$ cat src/rtl/vn_pkg.sv
// vector normalize package: widths and the per-cell pipeline record
// used by vn_cell and vector3_normalize; no dependencies
`timescale 1ns / 1ps
`default_nettype none
package vn_pkg;
    localparam int COMP_W = 16;   // signed Q8.8 component
    localparam int ABS_W  = 16;   // magnitude of a component
    localparam int SQ_W   = 31;   // square of a magnitude, at most 2^30
    localparam int SUM_W  = 32;   // sum of three squares
    localparam int ROOT_W = 16;   // length and unit magnitudes
    localparam int PW_W   = 64;   // running q^2 * sum
    localparam int QS_W   = 48;   // running q * sum
    localparam int NCELL  = 16;   // one cell per result bit
    localparam int LIM_SH = 28;   // unit scale 2^14, squared

    // state handed from one cell to the next
    typedef struct packed {
        logic                        valid;
        logic                        zero;
        logic [2:0]                  neg;
        logic [SUM_W-1:0]            sum;
        logic [2:0][SQ_W-1:0]        asq;
        logic [ROOT_W-1:0]           root;
        logic [SUM_W-1:0]            rsq;
        logic [2:0][ROOT_W-1:0]      quo;
        logic [2:0][PW_W-1:0]        pw;
        logic [2:0][QS_W-1:0]        qs;
    } cell_t;
endpackage
`default_nettype wire

$ cat src/rtl/vn_cell.sv
// vector normalize cell: decides one bit of the length and of each
// unit magnitude; depends on vn_pkg
`timescale 1ns / 1ps
`default_nettype none
module vn_cell #(
    parameter int BIT = 15
) (
    input  wire logic        aclk,
    input  wire logic        aresetn,
    input  wire logic        ce,
    input  wire vn_pkg::cell_t d_in,
    output vn_pkg::cell_t    d_out
);
    vn_pkg::cell_t cell_reg;
    vn_pkg::cell_t cell_next;
    logic [vn_pkg::SUM_W:0] root_cand;

    // trial bit for the root and for each unit quotient
    always_comb begin
        logic [vn_pkg::PW_W-1:0] cand;
        logic [vn_pkg::PW_W-1:0] lim;
        cell_next = d_in;
        root_cand = {1'b0, d_in.rsq}
                  + ((vn_pkg::SUM_W+1)'(d_in.root) << (BIT + 1))
                  + ((vn_pkg::SUM_W+1)'(1) << (2 * BIT));
        if (root_cand <= {1'b0, d_in.sum}) begin
            cell_next.root = d_in.root | (vn_pkg::ROOT_W'(1) << BIT);
            cell_next.rsq  = root_cand[vn_pkg::SUM_W-1:0];
        end
        for (int i = 0; i < 3; i++) begin
            cand = d_in.pw[i]
                 + (vn_pkg::PW_W'(d_in.qs[i]) << (BIT + 1))
                 + (vn_pkg::PW_W'(d_in.sum) << (2 * BIT));
            lim  = vn_pkg::PW_W'(d_in.asq[i]) << vn_pkg::LIM_SH;
            if (cand <= lim) begin
                cell_next.quo[i] = d_in.quo[i] | (vn_pkg::ROOT_W'(1) << BIT);
                cell_next.pw[i]  = cand;
                cell_next.qs[i]  = d_in.qs[i] + (vn_pkg::QS_W'(d_in.sum) << BIT);
            end
        end
    end

    // stage register
    always_ff @(posedge aclk) begin
        if (!aresetn) begin
            cell_reg.valid <= 1'b0;
        end else if (ce) begin
            cell_reg <= cell_next;
        end
    end

    assign d_out = cell_reg;
endmodule
`default_nettype wire

$ cat config.mk
export PLATFORM = sky130hd
export DESIGN_NAME = vn_cell
export DESIGN_NICKNAME = d
export VERILOG_FILES = /design/src/rtl/vn_pkg.sv /design/src/rtl/vn_cell.sv
export SDC_FILE = /design/constraint.sdc
export NUM_CORES = 2
export LEC_CHECK = 0
export ABC_AREA = 1
export BUFFER_PORTS_ARGS = -buffer_cell sky130_fd_sc_hd__clkbuf_2
export CORE_AREA = 2 2 434 436
export CTS_BUF_LIST = sky130_fd_sc_hd__clkbuf_4 sky130_fd_sc_hd__clkbuf_8
export DETAILED_ROUTE_END_ITERATION = 10
export DIE_AREA = 0 0 436 438
export SLEW_MARGIN = 10
export SYNTH_ARGS = -nofsm -noshare
export SYNTH_HDL_FRONTEND = slang
export SYNTH_SLANG_ARGS = --single-unit
$ cat constraint.sdc
create_clock -name aclk -period 17.3 [get_ports aclk]
set_input_delay 2.595 -clock aclk [delete_from_list [all_inputs] [get_ports aclk]]
set_output_delay 2.595 -clock aclk [all_outputs]
set_load 0.05 [all_outputs]
-- Word-level counts from Yosys, hierarchy flattened
Index checks and enable logic that the tools add are counted.
Widths: inputs -> output; s select.
- word-level logic and storage cells: 45
- flip-flop bits (word level): 562
- bits of input ports: 565
- output and inout port bits: 562
- multiplexer cells: 7
- magnitude comparators: 4
- reductions and logical operators: 1
- add/sub/neg operators: 11
- operator list (operator ; count):
    $add 64x62->64 ; 3
    $add 64x64->64 ; 3
    $le 64x59->1 ; 3
    $mux 64 ; 3
    $add 48x47->48 ; 3
    $mux 48 ; 3
    $add 32x32->33 ; 1
    $add 33x31->33 const B ; 1
    $le 33x32->1 ; 1
    $mux 32 ; 1
    $reduce_and 2->1 ; 1

-- Logic depth before layout (Yosys ltp)
- word-level depth: 4
- depth in mapped cells: 34
- mapped depth without buffers: 32

-- Worst setup path after synthesis
No wires, ideal clock.
- path kind: input to register
- from: input port aresetn
- to: register cell_reg (netlist bit d_out[0]), enable pin
- path buffers: 0
- arrival time: 13.354 ns
- path slack: 3.040 ns
- stages: 2
- library setup time: 0.906 ns
- cell sequence: nand2_1 > inv_1
- longest elaborated chain between the ends: 1
- RTL lines (element ; line ; text):
    start, declared ; vn_cell.sv:9 ; input wire logic aresetn,
    $reduce_and 2->1 (no line) ; -- ;
    end signal, assigned ; vn_cell.sv:48 ; cell_reg <= cell_next;
    end, declared ; vn_cell.sv:14 ; vn_pkg::cell_t cell_reg;
Every way passes these cells.
A chain may end at the register's enable or synchronous reset.

==> metrics.md <==
| Metric | Value |
|---|---|
| Run status | `finished, final reports clean` |
| Via density | `4.78` |
| Fraction of the yosys area taken by sequential cells | `just under 40%` |
| CP max FO | `just under 80` |
| Final hold violation count | `0` |
| Sum Neg Setup Slack | `0 ns` |
| Nets | `7421` |
| Initial standard-cell utilization of the core | `22.9%` |
| Clock latency at the later pin of the worst-skew pair | `0.86 ns` |
| # port buffers | `1126` |
| WL final | `223000 microns` |
| Global-route wire length before repair | `308000 microns` |
| Final worst-path cycle share | `51.4%` |
| Startpoint of the lowest-slack hold path | `d_out[561]` |
| Number of placement rows | `approximately 160` |
| Launching element of the worst setup path | `d_in[525]` |
| Post-CTS repair timing setup buffer count | `0` |
| Worst-path cell with the longest stage delay | `fa_1` |
| Number of standard cells after synthesis | `around 5100` |
| Category of the worst setup path capture point | `register` |
| List of most frequent post-synthesis cells | `1433 x nand2_1, 580 x inv_1, 561 x edfxtp_1` |
| Die Wd | `436 microns` |
| Maximum root-to-sink buffer count | `3` |
| Met3 Use GR | `4.45%` |
| Detailed-route wire length per cell | `25.0 microns` |
| Mean Syn Cell Area | `roughly 8.4 sq um` |
| Post-route DRC violation count | `0` |
| CTS tree | `built` |
| CTS sink cnt | `562` |
| Hold_buf cts | `0` |
| Storage cell area | `about 17000 sq um` |
| Worst hold-check path type | `reg -> reg` |
| Worst-case vdd ir drop | `around 0.07 mV` |
| Number of global-route vias before repair | `41853` |
| Core Area | `187000 sq um` |
| Root buf cell | `clkbuf_8` |
| Number of gates resized after CTS | `0` |
| Cell variety after synth | `45` |
| Final setup violation count | `0` |
| Half-perimeter wire length of the detailed placement result | `186000 microns` |
| Clock transition at the registers of the reported paths | `approximately 0.060 ns` |
| Maximum number of pins on one net before global-route repair | `130` |
| Number of flops mapped to enable cells by yosys | `~560` |
| Post-synthesis cell type with the largest combined area | `edfxtp_1` |
| Capturing element of the worst setup path | `d_out[20]` |
| Length in cells of the worst reg-to-reg path | `2` |
| Synthesized Nets | `slightly above 6000` |
| Unrepaired setup endpoints after global routing | `no` |
| Worst Tran Pin Value | `roughly 1.2 ns` |
| Number of pins exceeding their max-slew limit in the final report | `0` |
| Count of max-cap constraint violations | `0` |
| CTS HTree Levels | `3` |
| 1st-iter DRT viols | `3503` |
| Pleak | `roughly 26 nW` |
| Die Y-Extent | `438 microns` |
| Layout overhead on the synthesized area | `25.7%` |
| Path type of the worst setup path | `in -> reg` |
| Biggest area contributors in the synthesized netlist | `edfxtp_1 39%, ha_1 13%, nand2_1 13%, inv_1 5.1%, nand3_1 5.0%` |
| Layout fillers | `20368` |
| Top-Level Pins | `around 1100` |
| GR Util met1 | `between 20% and 30%` |
| Global-route usage over all layers | `22.5%` |
| Register bit count reported by yosys | `562` |
| Multi-input logic area | `23300 sq um` |
| Number of detailed-route iterations in the first pass | `6` |
| Maximum operating frequency | `about 0.11 GHz` |
| ANT nets after route | `0` |
| Synth warn | `0` |
| Synth top area share | `39.4%` |
| Relative slew margins | `22.1%` |
| Register-to-Register Setup Slack | `16.64 ns` |
| Leading cell type by number of instances after synthesis | `nand2_1` |
| Share of final-layout standard cells stronger than drive strength 1 | `21.4%` |
| Ratio of total power to cell area | `104 nW/um^2` |
| Arrival time at the worst endpoint | `approximately 9.5 ns` |
| Layer carrying the most global-route usage | `met2` |
| Highest cell delay on the worst timing path | `~0.63 ns` |
| Setup Skew | `0 ns` |
| Antenna violations before repair | `39` |
| Asr flop ratio synth | `0%` |
| GRT overflow | `0` |
| Terminus of the critical flop-to-flop path | `d_out[561]` |
| Worst EP required | `17.87 ns` |
| Worst hold slack | `0.569 ns` |
| Die outline area | `191000 sq um` |
| Worst setup SP type | `input port` |
| Most used flip-flop cell after synthesis | `edfxtp_1` |
| Combined area of all synthesized cells | `42800 sq um` |
| Number of clock buffers inserted by TritonCTS | `around 110` |
| Critical register-to-register path startpoint | `d_out[561]` |
| Final period demand of the worst path | `8.90 ns` |
| Total via count after detailed routing | `~43000` |
| Max FFs per register | `562` |
| Routability congestion estimate | `0.989` |
| Met2 global-route usage | `37.2%` |
final cells by class:
class	count	share of cell area, %
well taps	2495	5.81
diodes	20	0.0931
multi-input cells	3890	43.3
clock inverters	59	1.03
inverters	584	4.09
flip-flops and latches	562	31.4
clock buffers	134	3.15
repair buffers	1171	11.1
worst min path at each step:
stage | endpoint | slack (ns) | depth (start not counted)
3_3_place_gp | d_out[561] | 0.53 | 2
4_1_cts | d_out[561] | 0.56 | 2
2_1_floorplan | d_out[561] | 0.75 | 2
6_report | d_out[561] | 0.57 | 2
5_1_grt | d_out[561] | 0.62 | 2
3_5_place_dp | d_out[561] | 0.54 | 2
report_power, final:
part	switching [mW]	leakage, nW	total, mW	internal, mW
registers	0.0421	5.27	1.67	1.63
clock network	0.674	1.16	1.45	0.781
logic	1.79	19.2	2.44	0.652
total	2.50	25.6	5.56	3.06
layer usage:
layer	share of wire (%)	vias up	wire [microns]
met3	7.2	366	16000
li1	-	19716	-
met5	0.031	-	69
met1	40	20605	90000
met2	47	1886	105000
met4	5.6	12	12500
per-stage QoR:
stage,worst slack (ns),util [%],cells,total power [mW],cell area (sq um)
6_report,8.40,28.8,8915,5.56,53700
5_1_grt,8.13,28.8,8911,5.87,53700
4_1_cts,8.64,28.8,8895,5.60,53700
3_5_place_dp,7.68,27.6,8702,4.11,51400
3_3_place_gp,7.66,27.6,8702,4.11,51400
2_1_floorplan,3.04,-,5111,3.28,42800
critical path, delay by kind of cell:
family / cells / cell delay [ns]
simple gates: 15 / 3.65
buf+inv: 4 / 0.96
xor+xnor: 1 / 0.38
fa+ha+maj: 3 / 1.29
compound gates: 2 / 0.49
logic make-up (layout without fill, tap and decap cells):
kind of cell	count (synthesis)	after routing	share of synthesized area [%]
AND/OR/NAND/NOR	2472	2472	23.9
XOR/XNOR	207	207	4.24
AO/OA/AOI/OAI	673	673	8.67
buffers and inverters	659	1948	6.14
flip-flops	562	562	39.5
other	0	20	0
adder cells (fa/ha/maj)	538	538	17.6
layout by cell type, fill, tap and decap left out, types with 29 or more instances in the layout:
master,netlist,layout
xor2_1,133,133
nand4_1,54,54
xnor2_1,74,74
inv_1,580,579
ha_1,435,435
nand2_1,1433,1433
a21oi_1,358,358
nor3_1,58,58
buf_4,0,44
edfxtp_1,561,561
nand3_1,425,425
o21ai_0,161,161
a21boi_0,29,29
clkbuf_8,0,110
clkbuf_2,0,1126
o21bai_1,40,40
fa_1,103,103
nor2_1,432,432
Note: power is estimated with default switching activity, not from simulation.
